==> src/rtl/isc_pkg.sv <==
// ----------------------------------------------------------------------------
// isc_pkg
// Shared constants, types and register codes of the 3x3 cross sharpen filter.
// ----------------------------------------------------------------------------
package isc_pkg;

	// geometry limits
	localparam int MAX_WIDTH  = 4096;
	localparam int MAX_HEIGHT = 4096;
	localparam int COL_W      = $clog2(MAX_WIDTH);
	localparam int ROW_W      = $clog2(MAX_HEIGHT);
	localparam int INROW_W    = ROW_W + 1;

	// pixel format
	localparam int CH_W     = 8;
	localparam int NUM_CH   = 4;
	localparam int CHANNELS = 4;
	localparam int PIX_W    = NUM_CH * CH_W;

	// configuration registers
	localparam int REG_W     = 13;
	localparam int CFG_IDX_W = 1;
	localparam logic [REG_W-1:0] WIDTH_RST  = REG_W'(640);
	localparam logic [REG_W-1:0] HEIGHT_RST = REG_W'(480);

	typedef enum logic [CFG_IDX_W-1:0] {
		REG_IMAGE_WIDTH  = 1'b0,
		REG_IMAGE_HEIGHT = 1'b1
	} cfg_reg_t;

	// output buffer
	localparam int OUT_W       = PIX_W + 1;
	localparam int FIFO_DEPTH  = 4;
	localparam int FIFO_PTR_W  = $clog2(FIFO_DEPTH);
	localparam int FIFO_CNT_W  = $clog2(FIFO_DEPTH + 1);

	// one channel of the 3x3 cross window
	typedef struct packed {
		logic [CH_W-1:0] ctr;
		logic [CH_W-1:0] up;
		logic [CH_W-1:0] left_px;
		logic [CH_W-1:0] right_px;
		logic [CH_W-1:0] below;
	} lane_win_t;

endpackage

==> src/rtl/isc_lane.sv <==
// ----------------------------------------------------------------------------
// isc_lane
// One channel of the sharpen kernel: 5*centre minus the four cross neighbours,
// clamped to the 8-bit range.
// ----------------------------------------------------------------------------
module isc_lane
	import isc_pkg::*;
(
	input  lane_win_t        win,
	output logic [CH_W-1:0]  result
);

	logic [CH_W+2:0]        ctr5;
	logic [CH_W+1:0]        nb_sum;
	logic signed [CH_W+3:0] diff;

	// 5*c as c*4 + c, neighbours summed in parallel
	assign ctr5   = {win.ctr, 2'b00} + {3'b000, win.ctr};
	assign nb_sum = ({2'b00, win.up} + {2'b00, win.left_px})
	              + ({2'b00, win.right_px} + {2'b00, win.below});
	assign diff   = $signed({1'b0, ctr5}) - $signed({2'b00, nb_sum});

	// clamp to 0..255
	always_comb begin
		if (diff < 0) begin
			result = '0;
		end else if (diff > $signed((CH_W+4)'(255))) begin
			result = '1;
		end else begin
			result = diff[CH_W-1:0];
		end
	end

endmodule

==> config.mk <==
export PLATFORM = sky130hd
export DESIGN_NAME = isc_lane
export DESIGN_NICKNAME = d
export VERILOG_FILES = /design/src/rtl/isc_pkg.sv /design/src/rtl/isc_lane.sv
export SDC_FILE = /design/constraint.sdc
export NUM_CORES = 1
export LEC_CHECK = 0
export BUFFER_PORTS_ARGS = -buffer_cell sky130_fd_sc_hd__buf_2
export CORE_MARGIN = 1
export CORE_UTILIZATION = 40
export DETAILED_ROUTE_END_ITERATION = 10
export GPL_ROUTABILITY_DRIVEN = 0
export PLACE_DENSITY = 0.76
export SYNTH_ARGS = -nofsm -noshare
export SYNTH_HDL_FRONTEND = slang
export SYNTH_SLANG_ARGS = --single-unit
export TNS_END_PERCENT = 100
==> constraint.sdc <==
create_clock -name vclk -period 6.1
set_input_delay 0.915 -clock vclk [all_inputs]
set_output_delay 0.915 -clock vclk [all_outputs]
set_load 0.005 [all_outputs]
### Yosys cells after proc, flatten, opt, wreduce, memory -nomap -nowiden

Cells that the tools add are included.

* register bits: 0
* input bits: 40
* output and inout bits: 8
* logic and storage cells: 9

* $add $sub $neg: 5
* magnitude comparators: 2
* multiplexer cells: 2

Operator list (number)
* adder 8 x 8 -> 9 bit: 2
* 2-to-1 mux 8 bit: 2
* greater-than comparator 12 x 9 -> 1 bit, second input constant: 1
* < comparator 12 x 1 -> 1 bit, second input constant: 1
* subtractor 11 x 10 -> 12 bit: 1
* adder 10 x 8 -> 11 bit: 1
* adder 9 x 9 -> 10 bit: 1

### Longest topological paths before layout

Gate-level depths: netlist of the first run.

* depth in word-level cells: 6
* gate-level depth with buffers: 14
* mapped depth without buffers: 14

### Least setup slack after synthesis of the first run

No wires, ideal clock.

* kind: input -> output
* start point: input port win[1] (netlist bit)
* end point: output port result[0]
* arrival: 4190 ps
* data required time: 5185 ps
* slack: 995 ps
* cell stages on the path: 13
* buffers on the path: 0
* cell sequence: inv_1 > fa_1 > fa_1 > inv_1 > fa_1 > inv_1 > fa_1 > a211oi_2 > o21ai_2 > a221oi_2 > xnor2_1 > nor3_4 > a21oi_1

* longest elaborated chain between the ends: 6
* elaborated cells on any way between the ends: 7
* those cells by class: 3 x add/sub; 2 x order compare; 2 x mux

Ends and longest elaborated chain
* start: declaration: RTL line isc_lane.sv:9 `input lane_win_t win,`
* adder 8 x 8 -> 9 bit (*): RTL line isc_lane.sv:20 `+ ({2'b00, win.right_px} + {2'b00, win.below});`
* adder 9 x 9 -> 10 bit (*): RTL line isc_lane.sv:20
* subtractor 11 x 10 -> 12 bit (*): RTL line isc_lane.sv:21 `assign diff = $signed({1'b0, ctr5}) - $signed({2'b00, nb_sum});`
* greater-than comparator 12 x 9 -> 1 bit: RTL line isc_lane.sv:27 `end else if (diff > $signed((CH_W+4)'(255))) begin`
* 2-to-1 mux 8 bit: RTL line isc_lane.sv:27
* 2-to-1 mux 8 bit (*): RTL line isc_lane.sv:25 `if (diff < 0) begin`
* end: declaration: RTL line isc_lane.sv:10 `output logic [CH_W-1:0] result`

Every way passes the cells marked *; elsewhere a longest branch is shown, timed or not.

### Final worst setup path of the first run

* start point: input port win[1] (netlist bit)
* end point: output port result[6]

The elaborated chain is that of the path after synthesis.

==> results of run 1 <==
-- routing by layer --
metal	vias up	track usage, %	wire [um]
li1	604	-	-
met1	556	16.56	938
met2	25	32.72	1338
met3	0	0	82
met4	0	0.9524	0
met5	-	0	0
-- placed cells by master (no fill, tap or decap), types with 2 or more instances in the layout --
cell type  synthesis  final
xor2_1             2      2
ha_1              15     15
nor2_1             2      2
o21ai_0            2      2
a21oi_1           16     16
inv_1             78     78
nand3_1            3      3
nand2_1            4      4
fa_1              30     30
xnor2_1            9      9
buf_2              0     48
a21o_1             3      3
o211ai_1           2      2
-- area by class of cell --
cell class	instances	area (um2)
Fill cell	353	1659
Multi-Input combinational cell	97	1140
Inverter	78	292.8
Timing Repair Buffer	48	240.2
Tap cell	46	57.56
-- cells by family after synthesis --
group                    Yosys count  share of synthesized area [%]
adder cells (fa/ha/maj)           45                          55.02
AO/OA/AOI/OAI                     30                          13.36
multiplexers                       1                         0.6987
AND/OR/NAND/NOR                   10                          3.755
buffers and inverters             78                          20.44
XOR/XNOR                          11                          6.725
-- worst max-delay path, delay by kind of cell --
kind / cells / cell delay (ps)
AND/OR/NAND/NOR: 1 / 310
XOR/XNOR: 1 / 140
buffers and inverters: 5 / 370
AO/OA/AOI/OAI: 4 / 770
adder cells (fa/ha/maj): 4 / 2040
-- path summary, 6_finish.rpt --
check,from,to,slack (ps),cells after the start
worst max-delay path,win[1],result[6],620,15
worst min-delay path,win[32],result[0],2390,5
-- power breakdown --
group	internal (mW)	total, mW	leakage, nW	switching [mW]
Clock	0	0	0	0
Sequential	0	0	0	0
Combinational	0.262	0.586	1.06	0.324
-- per-stage QoR --
stage               std cells  hold slack, ps
global placement          269            2391
detailed placement        269            2394
CTS                       269            2396
floorplan                 175            2099
finish                    269            2388
global route              269            2459
==> run summary, run 1 <==
initial antenna violation count = 0
CP Launch Type = input pin
data required time of the worst path = 5180 ps
I/O pin cnt = 48
total negative setup slack = 0 ps
Setup-failing EPs final = 0
max-cap viol count = 0
Final Hold Fails = 0
Synthesis Warnings = 0
Final WS setup = 620.6 ps
Initial Util = 42.27%
syn_nets = 260
Cell Area, Synth = 1433 um2
CP Cell Sequence = buf_2 > inv_1 > fa_1 > fa_1 > inv_1 > fa_1 > inv_1 > fa_1 > a211oi_2 > o21ai_2 > a221oi_2 > xnor2_1 > nor3_4 > a21oi_1 > buf_2
Post-Place Worst Slack = 619.2 ps
cell mode on critical path = fa_1
Post-Synthesis Cells = 175
Synth area leader = fa_1
crit path kind = input pin to output pin
sequential element share of the synthesized area = 0%
Synth area leaders = fa_1 (42%), inv_1 (20%), ha_1 (13%)
fmax = 182.5 MHz
grt total ovfl = 0
Slew @ Worst Pin = 552.3 ps
Pwr Total = 0.5856 mW
RSZ-0062 raised after global routing = false
vias in the first global route = 1219
Cell Rows = 21
Final Cycle Share = 89.83%
Worst Path Max Fanout = 8
Die H = 61.85 um
Util after Layout = 51.05%
GRT Overall Usage = 15.00%
Die Area = 3825 um2
Vias = 1185
ANT cells = 0
fin area = 1730 um2
Routed Antenna Nets = 0
first-pass GRT wire length = 4457 um
leakage power = 1.056 nW
Synth-to-Final Area Change = 20.79%
detailed placer's ending HPWL = 2287 um
Final #Nets = 310
vias per inst = 4.405
top cell type's share of synthesized area = 41.92%
Seq cells = 0
pwr dens = 338.4 nW/um2
DP Area = 1730 um2
share of cells above drive strength 1 = 23.32%
crit path DAT = 4560 ps
most numerous cell in the Yosys netlist = inv_1
hold bufs inserted after CTS = 0
Seq. cell area = 0 um2
DR DRC count = 0
1st-pass router iterations = 4
Max Slew Vio Count = 0
DRT iter0 DRCs = 11
IO Port Bufs = 48
largest net degree at the start of global routing = 9
Peak VDD IR = 0.0001327 V
core box area = 3390 um2
Post-CTS Setup Repair Bufs = 0
max incr delay on CP = 550 ps
clkbuf count = 0
total routed wirelength = 2359 um
wire per inst = 8.770 um
Critical Path End Type = output pin
syn avg cell area = 8.186 um2
Resized cells post-CTS = 0
die width = 61.85 um
post-route minimum period = 5479 ps
crit path max-delay cell type = fa_1
slew margin rel. = 63.18%
hold crit path type = input pin to output pin
status = completed
synth unique cells = 21
Synth top cells by count = inv_1 (78), fa_1 (30), a21oi_1 (16)
(Power assumes the default switching activity.)
==> inputs of run 2 (changes only) <==
==> constraint.sdc (replaced) <==
create_clock -name vclk -period 6.1
set_input_delay 0.915 -clock vclk [all_inputs]
set_output_delay 0.915 -clock vclk [all_outputs]
set_load 0.01 [all_outputs]
==> run 2 against run 1 <==
Cell area unchanged. First-iteration DRC count decreased by 73%. Routed wire length increased by 4.6%. Largest cell class unchanged.
==> run summary, run 2 (synthesized netlist as in run 1, its figures left out) <==
largest net degree at the start of global routing = 9
Peak VDD IR = 0.0001375 V
hold crit path type = input pin to output pin
1st-pass router iterations = 2
first-pass GRT wire length = 4340 um
leakage power = 1.056 nW
Final #Nets = 310
pwr dens = 350.3 nW/um2
DRT iter0 DRCs = 3
Routed Antenna Nets = 0
die width = 61.85 um
Final Cycle Share = 90.00%
crit path DAT = 4580 ps
Seq. cell area = 0 um2
GRT Overall Usage = 14.54%
Die Area = 3825 um2
slew margin rel. = 62.92%
crit path from = win[1]
Resized cells post-CTS = 0
Post-CTS Setup Repair Bufs = 0
initial antenna violation count = 0
vias per inst = 4.524
commonest non-fill, non-tap cell in the layout = inv_1
Initial Util = 42.27%
detailed placer's ending HPWL = 2328 um
I/O pin cnt = 48
Slew @ Worst Pin = 556.2 ps
max-cap viol count = 0
vias in the first global route = 1209
Worst Path Max Fanout = 8
hold path start = win[32]
Final Hold Fails = 0
Vias = 1217
wire per inst = 9.171 um
data required time of the worst path = 5180 ps
share of cells above drive strength 1 = 23.32%
Setup-failing EPs final = 0
IO Port Bufs = 48
RSZ-0062 raised after global routing = false
fmax = 182.1 MHz
fin area = 1730 um2
Pwr Total = 0.6062 mW
ANT cells = 0
grt total ovfl = 0
Die H = 61.85 um
post-route minimum period = 5490 ps
Max Slew Vio Count = 0
DP Area = 1730 um2
Util after Layout = 51.05%
total routed wirelength = 2467 um
Synth-to-Final Area Change = 20.79%
clkbuf count = 0
DR DRC count = 0
commonest cells after routing, fill and taps aside = inv_1 (78), buf_2 (48), fa_1 (30)
crit path kind = input pin to output pin
total negative setup slack = 0 ps
status = completed
hold bufs inserted after CTS = 0
core box area = 3390 um2
Critical Path End Type = output pin
CP Launch Type = input pin
Cell Rows = 21
Seq cells = 0
## run 2: path summary, 6_finish.rpt
kind | cells after the start | slack [ps] | endpoint
worst min-delay path | 5 | 2410 | result[0]
worst max-delay path | 15 | 610 | result[2]
## run 2: per-layer routing
metal	share of wire [%]	GRT usage, %
met1	41	15.05
met2	57	33.33
met3	2.3	0
met4	0	0
met5	0	0
## run 2: worst max-delay path, stage by stage
cell      delay [ps]
buf_2             80
inv_1             50
fa_1             520
fa_1             550
inv_1             50
fa_1             520
inv_1             70
fa_1             460
a211oi_2         260
o21ai_2          120
a221oi_2         270
xnor2_1          130
nor3_4           310
a21oi_1          110
buf_2            170
## run 2: stage by stage
stage	worst slack [ps]	hold slack, ps	cells
2_1_floorplan	962.6	2159	175
3_3_place_gp	660.9	2408	269
3_5_place_dp	598.3	2413	269
4_1_cts	583.4	2415	269
5_1_grt	293.1	2478	269
6_report	609.7	2408	269
## run 2: final cells by class
cell class | instances | area [um2]
multi-input combinational | 97 | 1140
inverter | 78 | 292.8
timing repair buffer | 48 | 240.2
tap | 46 | 57.56
fill | 341 | 1659
## run 2: report_power, final
part	switching (mW)	internal, mW	leakage, nW
Combinational	0.343	0.263	1.06
Sequential	0	0	0
Clock	0	0	0
==> inputs of run 3 (changes only) <==
--- a/config.mk
+++ b/config.mk
@@ -10,7 +10,8 @@
 export CORE_UTILIZATION = 40
 export DETAILED_ROUTE_END_ITERATION = 10
 export GPL_ROUTABILITY_DRIVEN = 0
-export PLACE_DENSITY = 0.76
+export MAX_ROUTING_LAYER = met4
+export PLACE_DENSITY = 0.62
 export SYNTH_ARGS = -nofsm -noshare
 export SYNTH_HDL_FRONTEND = slang
 export SYNTH_SLANG_ARGS = --single-unit
==> run 3 against run 2 <==
Worst setup slack improved by 17 ps. Non-clock buffer count unchanged. Combinational power decreased by 0.7%. Flip-flop and latch count unchanged. Critical path type unchanged. Critical endpoint unchanged. Largest cell class unchanged. Highest routed layer unchanged.
==> run summary, run 3 (synthesized netlist as in run 1, its figures left out) <==
status = completed
CP Cell Sequence = buf_2 > inv_1 > fa_1 > fa_1 > inv_1 > fa_1 > inv_1 > fa_1 > a211oi_2 > o21ai_2 > a221oi_2 > xnor2_1 > nor3_4 > a21oi_1 > buf_2
Seq. cell area = 0 um2
Peak VDD IR = 0.0001606 V
Die Area = 3825 um2
core box area = 3390 um2
RSZ-0062 raised after global routing = false
hold bufs inserted after CTS = 0
detailed placer's ending HPWL = 2182 um
DRT iter0 DRCs = 4
post-route minimum period = 5474 ps
Routed Antenna Nets = 0
Top delay family on crit path = adder cells
max-cap viol count = 0
Post-CTS Setup Repair Bufs = 0
Worst Path Max Fanout = 8
commonest non-fill, non-tap cell in the layout = inv_1
Vias = 1150
Max Slew Vio Count = 0
leakage power = 1.056 nW
total negative setup slack = 0 ps
Sw Share = 56.48%
crit path max-delay cell type = fa_1
vias in the first global route = 1112
IO Port Bufs = 48
DR DRC count = 0
1st-pass router iterations = 4
fmax = 182.7 MHz
grt total ovfl = 0
share of cells above drive strength 1 = 23.32%
Cell Rows = 21
crit path DAT = 4560 ps
CP Launch Type = input pin
first-pass GRT wire length = 4209 um
NetSw = 0.3399 mW
ANT cells = 0
Logic pwr share = 100.0%
Initial Util = 42.27%
hold crit path type = input pin to output pin
Pint = 0.2619 mW
fin area = 1730 um2
largest net degree at the start of global routing = 9
clkbuf count = 0
max incr delay on CP = 550 ps
wire per inst = 8.483 um
pwr dens = 347.8 nW/um2
sequential power share = 0%
Critical Path End Type = output pin
Final #Nets = 310
die width = 61.85 um
GRT Overall Usage = 14.47%
slew margin rel. = 63.56%
DP Area = 1730 um2
I/O pin cnt = 48
Resized cells post-CTS = 0
Seq cells = 0
crit path kind = input pin to output pin
initial antenna violation count = 0
commonest cells after routing, fill and taps aside = inv_1 (78), buf_2 (48), fa_1 (30)
Die H = 61.85 um
cell mode on critical path = fa_1
vias per inst = 4.275
Final Cycle Share = 89.73%
power share of the clock group = 0%
Final Hold Fails = 0
Synth-to-Final Area Change = 20.79%
Slew @ Worst Pin = 546.5 ps
Setup-failing EPs final = 0
total routed wirelength = 2282 um
data required time of the worst path = 5180 ps
Bufs and invs on worst path = 5
-- run 3: cell counts in the layout (fill, tap and decap cells not counted) --
No cell type changed its count.
-- run 3: per-stage QoR --
stage	cells	hold slack, ps	power (mW)	setup WS [ps]	util [%]
floorplan	175	2159	0.4786	962.6	-
global placement	269	2398	0.6071	637.0	51.05
detailed placement	269	2406	0.6074	615.9	51.05
CTS	269	2410	0.6107	597.7	51.05
global route	269	2498	0.7041	316.4	51.05
finish	269	2401	0.6018	626.3	51.05
-- run 3: per-layer routing --
layer  routed length, um  share of wire [%]  global-route usage (%)  up-vias
met2                1163                 51                   27.50       25
met4                   0                  0                       0        0
li1                    -                  -                       -      603
met1                1059                 46                   18.48      522
met3                  58                2.5                       0        0
met5                   0                  0                       -        -
-- run 3: layout make-up --
cell class	instances	area, um2
repair buffers	48	240.2
fillers	350	1659
well taps	46	57.56
inverters	78	292.8
multi-input cells	97	1140
-- run 3: final timing paths --
| path | start | end | cells after the start |
|---|---|---|---|
| max | win[1] | result[2] | 15 |
| min | win[32] | result[0] | 5 |
-- run 3: power groups by stage --
stage	registers, mW	clock network (mW)	logic [mW]
floorplan	0	0	0.479
global placement	0	0	0.607
global route	0	0	0.704
detailed placement	0	0	0.607
finish	0	0	0.602
CTS	0	0	0.611
