## src/rtl/isc_pkg.sv

```systemverilog
// ----------------------------------------------------------------------------
// isc_pkg
// Shared constants, types and register codes of the 3x3 cross sharpen filter.
// ----------------------------------------------------------------------------
package isc_pkg;

	// geometry limits
	localparam int MAX_WIDTH  = 4096;
	localparam int MAX_HEIGHT = 4096;
	localparam int COL_W      = $clog2(MAX_WIDTH);
	localparam int ROW_W      = $clog2(MAX_HEIGHT);
	localparam int INROW_W    = ROW_W + 1;

	// pixel format
	localparam int CH_W     = 8;
	localparam int NUM_CH   = 4;
	localparam int CHANNELS = 4;
	localparam int PIX_W    = NUM_CH * CH_W;

	// configuration registers
	localparam int REG_W     = 13;
	localparam int CFG_IDX_W = 1;
	localparam logic [REG_W-1:0] WIDTH_RST  = REG_W'(640);
	localparam logic [REG_W-1:0] HEIGHT_RST = REG_W'(480);

	typedef enum logic [CFG_IDX_W-1:0] {
		REG_IMAGE_WIDTH  = 1'b0,
		REG_IMAGE_HEIGHT = 1'b1
	} cfg_reg_t;

	// output buffer
	localparam int OUT_W       = PIX_W + 1;
	localparam int FIFO_DEPTH  = 4;
	localparam int FIFO_PTR_W  = $clog2(FIFO_DEPTH);
	localparam int FIFO_CNT_W  = $clog2(FIFO_DEPTH + 1);

	// one channel of the 3x3 cross window
	typedef struct packed {
		logic [CH_W-1:0] ctr;
		logic [CH_W-1:0] up;
		logic [CH_W-1:0] left_px;
		logic [CH_W-1:0] right_px;
		logic [CH_W-1:0] below;
	} lane_win_t;

endpackage

```

## src/rtl/isc_fifo.sv

```systemverilog
// ----------------------------------------------------------------------------
// isc_fifo
// Small output buffer that decouples the filter pipeline from the result
// stream; reports its fill level so the input side can reserve room.
// ----------------------------------------------------------------------------
module isc_fifo
	import isc_pkg::*;
(
	input  logic                  clk,
	input  logic                  arst_n,
	input  logic                  push,
	input  logic [OUT_W-1:0]      push_data,
	input  logic                  pop_ready,
	output logic                  pop_valid,
	output logic [OUT_W-1:0]      pop_data,
	output logic [FIFO_CNT_W-1:0] count
);

	logic [OUT_W-1:0]      mem_q [FIFO_DEPTH];
	logic [FIFO_PTR_W-1:0] wr_ptr_q;
	logic [FIFO_PTR_W-1:0] rd_ptr_q;
	logic [FIFO_CNT_W-1:0] cnt_q;
	logic                  pop;

	assign pop_valid = (cnt_q != '0);
	assign pop       = pop_valid & pop_ready;
	assign pop_data  = mem_q[rd_ptr_q];
	assign count     = cnt_q;

	// storage
	always_ff @(posedge clk) begin
		if (push) begin
			mem_q[wr_ptr_q] <= push_data;
		end
	end

	// pointers and fill level
	always_ff @(posedge clk or negedge arst_n) begin
		if (!arst_n) begin
			wr_ptr_q <= '0;
			rd_ptr_q <= '0;
			cnt_q    <= '0;
		end else begin
			if (push) begin
				wr_ptr_q <= (wr_ptr_q == FIFO_PTR_W'(FIFO_DEPTH - 1)) ? '0 : wr_ptr_q + 1'b1;
			end
			if (pop) begin
				rd_ptr_q <= (rd_ptr_q == FIFO_PTR_W'(FIFO_DEPTH - 1)) ? '0 : rd_ptr_q + 1'b1;
			end
			unique case ({push, pop})
				2'b10:   cnt_q <= cnt_q + 1'b1;
				2'b01:   cnt_q <= cnt_q - 1'b1;
				default: cnt_q <= cnt_q;
			endcase
		end
	end

endmodule

```

## config.mk

```make
export PLATFORM = sky130hd
export DESIGN_NAME = isc_fifo
export DESIGN_NICKNAME = d
export VERILOG_FILES = /design/src/rtl/isc_pkg.sv /design/src/rtl/isc_fifo.sv
export SDC_FILE = /design/constraint.sdc
export NUM_CORES = 1
export LEC_CHECK = 0
export BUFFER_PORTS_ARGS = -buffer_cell sky130_fd_sc_hd__buf_2
export CORE_ASPECT_RATIO = 1.1
export CORE_MARGIN = 2
export CORE_UTILIZATION = 35
export CTS_CLUSTER_DIAMETER = 80
export CTS_CLUSTER_SIZE = 30
export DETAILED_ROUTE_END_ITERATION = 6
export HOLD_SLACK_MARGIN = 0.03
export PLACE_DENSITY = 0.54
export SKIP_LAST_GASP = 1
export SYNTH_ARGS = -nofsm -noshare
export SYNTH_HDL_FRONTEND = slang
export SYNTH_SLANG_ARGS = --single-unit
```

## constraint.sdc

```tcl
create_clock -name clk -period 4.2 [get_ports clk]
set_input_delay 0.63 -clock clk [delete_from_list [all_inputs] [get_ports clk]]
set_output_delay 0.63 -clock clk [all_outputs]
set_load 0.05 [all_outputs]
```

**After elaboration in Yosys (flattened, before gate mapping)**

Memories as Yosys holds them, arrays and structs flattened.
Cells that the tools add are included.

- Bits of input ports: 37
- Bits in writable memories: 132
- Memories kept: 1
- Latch bits: 0
- Bits in read-only memories: 0
- Bits in registers: 7
- Logic and storage cells: 20

Memory list:

| name | words | width | read ports | clocked after memory_dff | wr ports | RTL line | RTL |
|---|---|---|---|---|---|---|---|
| mem_q | 4 | 33 | 1 | 0 | 1 | isc_fifo.sv:19 | `logic [OUT_W-1:0] mem_q [FIFO_DEPTH];` |

- Bitwise gates (word level): 1
- Reductions and logical operators: 2
- Magnitude comparators: 0
- Div/mod/pow operators: 0
- $add $sub $neg: 4
- Mux-type cells: 5
- Eq/ne operators: 4
- $mul: 0
- Shift-type cells: 0

Operators with widths:

| kind | number |
|---|---|
| == test 2 bit (second input constant) | 3 |
| case mux 3 bit (2 select lines) | 1 |
| adder 2 x 1 -> 2 bit (second input constant) | 2 |
| 2-to-1 mux 2 bit | 2 |
| adder 3 x 1 -> 3 bit (second input constant) | 1 |
| nonzero test 3 bit | 1 |
| subtractor 3 x 1 -> 3 bit (second input constant) | 1 |
| == test 2 x 1 -> 1 bit (second input constant) | 1 |
| 2-to-1 mux 1 bit | 2 |
| nonzero test 2 bit | 1 |
| bitwise AND 1 bit | 1 |

**Longest topological paths before layout**

Gate-level depths: netlist of run 1.

- Word-level depth: 4
- Gate-level depth with buffers: 9
- Gate-level depth less buffers: 9

**Worst setup path before layout of run 1**

OpenSTA, ideal clock, no wires.

- Kind: flip-flop to flip-flop
- Start point: register cnt_q[0] (netlist: count[0])
- End point: register cnt_q[2] (netlist: count[2])
- Required time: 4056 ps
- Setup slack: 1999 ps
- Period minus slack after synthesis: 2201 ps
- Stages on the path, launching flop included: 10
- Data arrival time: 2057 ps
- Library setup time: 144 ps
- Cells stage by stage: dfrtp_1 > or3_4 > nand2_1 > inv_1 > ha_1 > inv_1 > fa_1 > xor2_1 > nor2_1 > xor2_1

- Longest elaborated chain between the ends: 4

Ends and longest elaborated chain:

| what | RTL line | RTL |
|---|---|---|
| start, declared | isc_fifo.sv:22 | `logic [FIFO_CNT_W-1:0] cnt_q;` |
| start signal, assigned | isc_fifo.sv:51 | `2'b10: cnt_q <= cnt_q + 1'b1;` |
| start signal, assigned | isc_fifo.sv:52 | `2'b01: cnt_q <= cnt_q - 1'b1;` |
| start signal, assigned | isc_fifo.sv:53 | `default: cnt_q <= cnt_q;` |
| nonzero test 3 bit * | isc_fifo.sv:25 | `assign pop_valid = (cnt_q != '0);` |
| via pop_valid | isc_fifo.sv:14 | `output logic pop_valid,` |
| bitwise AND 1 bit * | isc_fifo.sv:26 | `assign pop = pop_valid & pop_ready;` |
| via pop | isc_fifo.sv:23 | `logic pop;` |
| == test 2 x 1 -> 1 bit / == test 2 bit (equally long branches) | isc_fifo.sv:50 | `unique case ({push, pop})` |
| case mux 3 bit (2 select lines) / nonzero test 2 bit (equally long branches) | n/a |  |

The timed path passes the listed nets; every way through them passes the cells marked *.
A chain may end at the register's enable or synchronous reset.

**Final worst setup path of run 1**

- Start point: register rd_ptr_q[0]
- End point: output pop_data[14]

- Longest elaborated chain between the ends: 1

Ends and longest elaborated chain:

| what | RTL line | RTL |
|---|---|---|
| start, declared | isc_fifo.sv:21 | `logic [FIFO_PTR_W-1:0] rd_ptr_q;` |
| start signal, assigned | isc_fifo.sv:48 | `rd_ptr_q <= (rd_ptr_q == FIFO_PTR_W'(FIFO_DEPTH - 1)) ? '0 : rd_ptr_q + 1'b1;` |
| memory read (4 x 33 bit) | n/a |  |
| end, declared | isc_fifo.sv:15 | `output logic [OUT_W-1:0] pop_data,` |

Every way passes these cells.

==> results of run 1 <==
-- power groups by stage --
stage	Sequential (mW)	Clock, mW	Combinational (mW)
final	1.99	1.36	1.71
after global routing	2.04	1.45	1.81
after CTS	2.01	1.39	1.75
after detailed placement	2.03	0	1.74
after global placement	2.02	0	1.73
after floorplan	1.92	0	1.51
-- synth_stat cells (3+ instances only) --
library cell  instances  area (µm²)
and2_1                4       25.02
buf_12                3       60.06
buf_2                 4       20.02
dfrtp_1               7       175.2
edfxtp_1            132        3964
ha_1                  6       75.07
inv_1                 7       26.28
mux4_1                5       131.4
mux4_2               28       630.6
-- state kept, by name, indices dropped and copies added, names as in the netlist --
register  cells
count         3
mem_q       132
rd_ptr_q      2
wr_ptr_q      2
-- cell usage in the layout (no fill, tap or decap) --
cell type / n
nor2_1: 2
ha_1: 6
mux2i_1: 1
dfrtp_2: 2
mux4_1: 5
xnor2_1: 1
bufinv_16: 2
fa_1: 1
mux4_2: 28
clkbuf_16: 17
or3_1: 1
edfxtp_1: 132
mux2_2: 2
o21ai_0: 2
dfrtp_1: 5
clkinvlp_4: 1
buf_4: 1
clkinv_1: 2
buf_2: 73
clkbuf_1: 5
nand2_1: 2
and2_2: 4
inv_1: 7
clkinv_2: 5
or3_4: 1
xor2_1: 2
-- metrics by stage --
stage / hold slack [ns] / cells / setup slack, ns
2_1_floorplan: 0.3344 / 212 / 1.999
3_3_place_gp: 0.4747 / 470 / 1.455
3_5_place_dp: 0.4770 / 470 / 1.431
4_1_cts: 0.04024 / 502 / 0.9795
5_1_grt: 0.04554 / 502 / 0.8732
6_report: 0.05521 / 502 / 1.093
-- logic make-up (layout without fill, tap and decap cells) --
group / count (synthesis) / count (layout)
multiplexers: 36 / 36
AND/OR/NAND/NOR: 10 / 10
XOR/XNOR: 3 / 3
flip-flops: 139 / 139
AO/OA/AOI/OAI: 2 / 2
buffers and inverters: 15 / 113
adder cells (fa/ha/maj): 7 / 7
-- cell type report --
class | instances | area [µm²] | area share [%]
Clock buffer | 22 | 444.2 | 7.035
Clock inverter | 10 | 100.1 | 1.585
Inverter | 7 | 26.28 | 0.4162
Multi-Input combinational cell | 58 | 988.4 | 15.66
Sequential cell | 139 | 4141 | 65.60
Tap cell | 192 | 240.2 | 3.805
Timing Repair Buffer | 74 | 372.9 | 5.906
-- per-layer routing --
layer | track usage (%) | vias up | routed length [µm]
li1 | - | 1055 | -
met1 | 14.26 | 1172 | 3613
met2 | 20.03 | 65 | 4631
met3 | 4.412 | 12 | 522
met4 | 6.589 | 2 | 143
met5 | 0 | - | 12
-- worst max-delay path by stage --
stage,from,slack (ns),to
after floorplan,count[0],2.00,count[2]
after global routing,rd_ptr_q[0],0.87,pop_data[14]
after CTS,rd_ptr_q[0],0.98,pop_data[14]
after detailed placement,rd_ptr_q[0],1.43,pop_data[14]
final,rd_ptr_q[0],1.09,pop_data[14]
after global placement,rd_ptr_q[0],1.45,pop_data[14]
==> metrics, run 1 <==
Setup Buffers After CTS=0; Synth Warn #=0; slowest cell delay on critical path=0.94 ns; CP startpoint kind=register; r2r worst-path depth=9; Final nets=between 300 and 400; CP Data Arrival Time=2.48 ns; die area=between 0.015 and 0.02 mm²; via count=approximately 2300; Flop pwr share=roughly two fifths; DR WL/cell=~18 µm; buffers added on ports=73; CP Data Required Time=3.57 ns; mux contribution to synthesized area=between 15 and 20%; Net Sw Frac=a little under two fifths; initial antenna violation count=1; I/O pins=74; TritonCTS Sinks=139; sw power=roughly 1.9 mW; largest family of logic cells by synthesized area=multiplexers; dpl hpwl=between 5000 and 6000 µm; width of the die=between 100 and 150 µm; setup TNS=0 ns; Synth Area in Adders=under 10%; share of post-route cells with drive strength above 1=between 40% and 50%; largest net degree at the start of global routing=36; Clock Latency Late Sink=slightly above 0.4 ns; post_cts resized=0; Max clock buf depth=2; delay-heaviest family, CP=flip-flops; clock share of power=between 20 and 30%; GRT Util Overall=12.33%; ys flop type=edfxtp_1; H-Tree Depth=4; fill count=between 1000 and 1500; status=completed; Placement Cell Area=about 0.0058 mm²; crit path buf inv count=2; Post-synth ARST share=between 5 and 6%; slowest CP cell=dfrtp_2; unrepaired setup endpoints after global routing=false; CP max FO=27; peak supply drop=about 0.39 mV; Final setup viols=0; CTS tree=yes; Tmin final=just over 3 ns; Util after Layout=43.53%; Slew HR=between 30% and 40%; Worst Clk Skew=approximately 0.0034 ns; Post-synth EDFFs=around 130; Static Leak=between 2 and 2.5 nW; max_cap viols=0; max-slew violations=0; Crit. End Element=output port; Vert. Die Dim=132.3 µm; Cell variety after synth=20; XOR/XNOR share of the synthesized area=less than 1%; worst slew pin tran=0.9361 ns; Tot Pwr=approximately 5.1 mW; initial drt markers=between 100 and 150; cell count along the critical path=3; Reg2Reg Launch Point=count[0]; crit path cell chain=buf_4 -> mux4_2 -> buf_2; CTS buffer count=17; Post-Syn Area=0.005240 mm²; Post-Synthesis Cells=212; Final Routed Wirelength=a little under 9000 µm; Hold Crit Class=input pin to async pin; vias in the first global route=about 2600; post-synthesis compound-gate area fraction=less than 1%; first-pass GRT wire length=~14000 µm; Area growth syn-to-layout=20.49%; design area=between 0.006 and 0.007 mm²; diodes inserted=0; final period utilization=approximately three quarters; clock slew at reported path FFs=~0.05 ns; DRT Pass-1 Iters=4; Initial Util=a little over a third; Comb pwr share=around a third; power density over cell area=801.5 mW/mm²; Crit Path Class=register to output port; num rows=46; #FFs+latches synth=~140; root buffer cell=clkbuf_16; cts hold-fix bufs=0; cell-internal power=around 3.2 mW; R2R Setup Slk=~2.3 ns; sequential area share after synthesis=about four fifths; syn nets=around 260; fmax=~320 MHz; Core Area=~0.015 mm²; R2R Path End=count[2]; simple-gate share of the synthesized area=between 1 and 1.5%; total congestion overflow=0; ANT nets after route=0; Fin. Hold Viols=0; DRC Markers=0; synthesized area per cell=roughly 25 µm²; Placer Congestion=approximately 0.66; via/cell ratio=around 4.6
No activity file was read; power rests on OpenSTA's default activity.
==> run 2, diff against run 1 <==
==> constraint.sdc (replaced) <==
create_clock -name clk -period 3.1 [get_ports clk]
set_input_delay 0.465 -clock clk [delete_from_list [all_inputs] [get_ports clk]]
set_output_delay 0.465 -clock clk [all_outputs]
set_load 0.05 [all_outputs]
==> run 2 against run 1 <==
Setup slack lost 0.60 ns. Flip-flop and latch count is the same. Combinational power grew 45%. Global-route usage grew 0.48 points. Critical path depth is the same. Core utilization grew 1.0 points. Via count grew 4.5%. Count of clock-buffer cells in the layout shrank 5. Die area is the same. Clock skew grew 0.0011 ns. Register-to-register slack lost 1.1 ns. Non-clock buffer count grew 10. Critical path type unchanged.
==> metrics, run 2 (same netlist as run 1, synthesis figures left out) <==
largest net degree at the start of global routing=23; Tmin final=between 2 and 3 ns; Max clock buf depth=2; initial antenna violation count=1; Util after Layout=approximately 45%; share of post-route cells with drive strength above 1=46.88%; R2R Setup Slk=~1.2 ns; Biggest register=mem_q; r2r worst-path depth=9; diodes inserted=0; R2R Path End=count[2]; CP Data Arrival Time=around 2.1 ns; Vert. Die Dim=between 100 and 150 µm; peak supply drop=roughly 0.6 mV; sw power=2.606 mW; Crit. End Element=output port; via/cell ratio=around 4.7; fill count=roughly 1300; status=completed; max_cap viols=0; GRT Util Overall=12.81%; Slew HR=approximately 59%; H-Tree Depth=4; Largest register FFs=around 130; Setup Buffers After CTS=0; TritonCTS Sinks=139; Initial Util=a little over a third; CP Data Required Time=2.63 ns; via count=around 2400; CTS buffer count=17; Final nets=between 300 and 400; CTS tree=yes; Tot Pwr=slightly above 7 mW; post_cts resized=0; most frequent cells in the layout=edfxtp_1 (132), buf_2 (73), mux4_2 (28), clkbuf_16 (17), buf_4 (9); CP max FO=15; Crit Path Class=register to output port; ANT nets after route=0; Core Area=~0.015 mm²; cell-internal power=between 4 and 5 mW; Placer Congestion=~0.7; Fin. Hold Viols=0; root buffer cell=clkbuf_16; clock slew at reported path FFs=0.06 ns; Worst Clk Skew=about 0.0045 ns; I/O pins=74; unrepaired setup endpoints after global routing=false; area of the multi-input gates=roughly 990 µm²; Clock Latency Late Sink=just over 0.4 ns; Net Sw Frac=36.46%; min-delay src=push_data[6]; setup TNS=0 ns; vias in the first global route=about 2600; DRC Markers=0; die area=0.01597 mm²; worst slew pin tran=about 0.62 ns; cts hold-fix bufs=1; DRT Pass-1 Iters=4; Reg area=0.004141 mm²; Final setup viols=0; total congestion overflow=0; width of the die=approximately 120 µm; power density over cell area=approximately 1100 mW/mm²; fmax=between 300 and 400 MHz; Flop pwr share=36.5%; WHS Endpoint=mem_q[2][6]; Final Routed Wirelength=just over 9000 µm; Comb pwr share=between 30% and 40%; final period utilization=between 80 and 90%; max-slew violations=0; Reg2Reg Launch Point=count[0]; most common cell after layout, fill and taps aside=edfxtp_1; Static Leak=approximately 2.3 nW; clock share of power=28.9%; initial drt markers=around 140; buffers added on ports=73; dpl hpwl=around 5800 µm; Area growth syn-to-layout=23.38%; DR WL/cell=between 15 and 20 µm; worst hold path depth=1; Hold Crit Class=input pin to register; CP startpoint kind=register; first-pass GRT wire length=between 10000 and 15000 µm; num rows=46
==> run 2: cell types whose count changed in the layout (fill, tap and decap cells not counted), sizes merged <==
cell	previous run	this run
clkinv	7	8
clkbuf	22	17
bufinv	2	4
clkinvlp	1	3
dlygate4sd3	0	1
buf	74	83
==> run 2: through the flow <==
step | instance area, µm² | setup WS, ns | hold slack (ns) | std cells
floorplan | 5240 | 0.8990 | 0.1694 | 212
global placement | 5849 | 0.8611 | 0.3139 | 479
detailed placement | 5849 | 0.8502 | 0.3183 | 479
CTS | 6465 | 0.4026 | 0.2388 | 512
global route | 6465 | 0.3384 | 0.2368 | 512
finish | 6465 | 0.4902 | 0.2611 | 512
==> run 2: per-layer routing <==
metal / routed length (µm) / track usage [%] / part of all wire [%]
met1: 3908 / 14.70 / 42
met2: 4715 / 20.78 / 51
met3: 538 / 5.839 / 5.8
met4: 144 / 5.233 / 1.5
met5: 11 / 0 / 0.12
==> run 2: critical path, cell delays in order (launching register included) <==
cell,delay [ns]
dfrtp_2,0.70
buf_4,0.29
mux4_2,0.51
buf_2,0.22
==> run 2: worst max-delay path by stage <==
stage | end | cells after the start | from | slack [ns]
4_1_cts | pop_data[8] | 3 | rd_ptr_q[0] | 0.40
6_report | pop_data[8] | 3 | rd_ptr_q[0] | 0.49
5_1_grt | pop_data[8] | 3 | rd_ptr_q[0] | 0.34
3_3_place_gp | pop_data[20] | 3 | rd_ptr_q[0] | 0.86
3_5_place_dp | pop_data[8] | 3 | rd_ptr_q[0] | 0.85
2_1_floorplan | count[2] | 9 | count[0] | 0.90
==> run 2: power groups by stage <==
stage / logic [mW] / registers, mW / clock network [mW]
2_1_floorplan: 2.05 / 2.60 / 0
3_3_place_gp: 2.51 / 2.65 / 0
3_5_place_dp: 2.52 / 2.66 / 0
4_1_cts: 2.53 / 2.62 / 2.11
5_1_grt: 2.63 / 2.65 / 2.20
6_report: 2.48 / 2.61 / 2.06
==> run 2: layout make-up <==
cell class	instances	area share, %
multi-input combinational	58	15.29
clock inverter	15	2.787
sequential	139	64.06
inverter	7	0.4064
tap	192	3.716
clock buffer	17	6.580
timing repair buffer	84	7.161
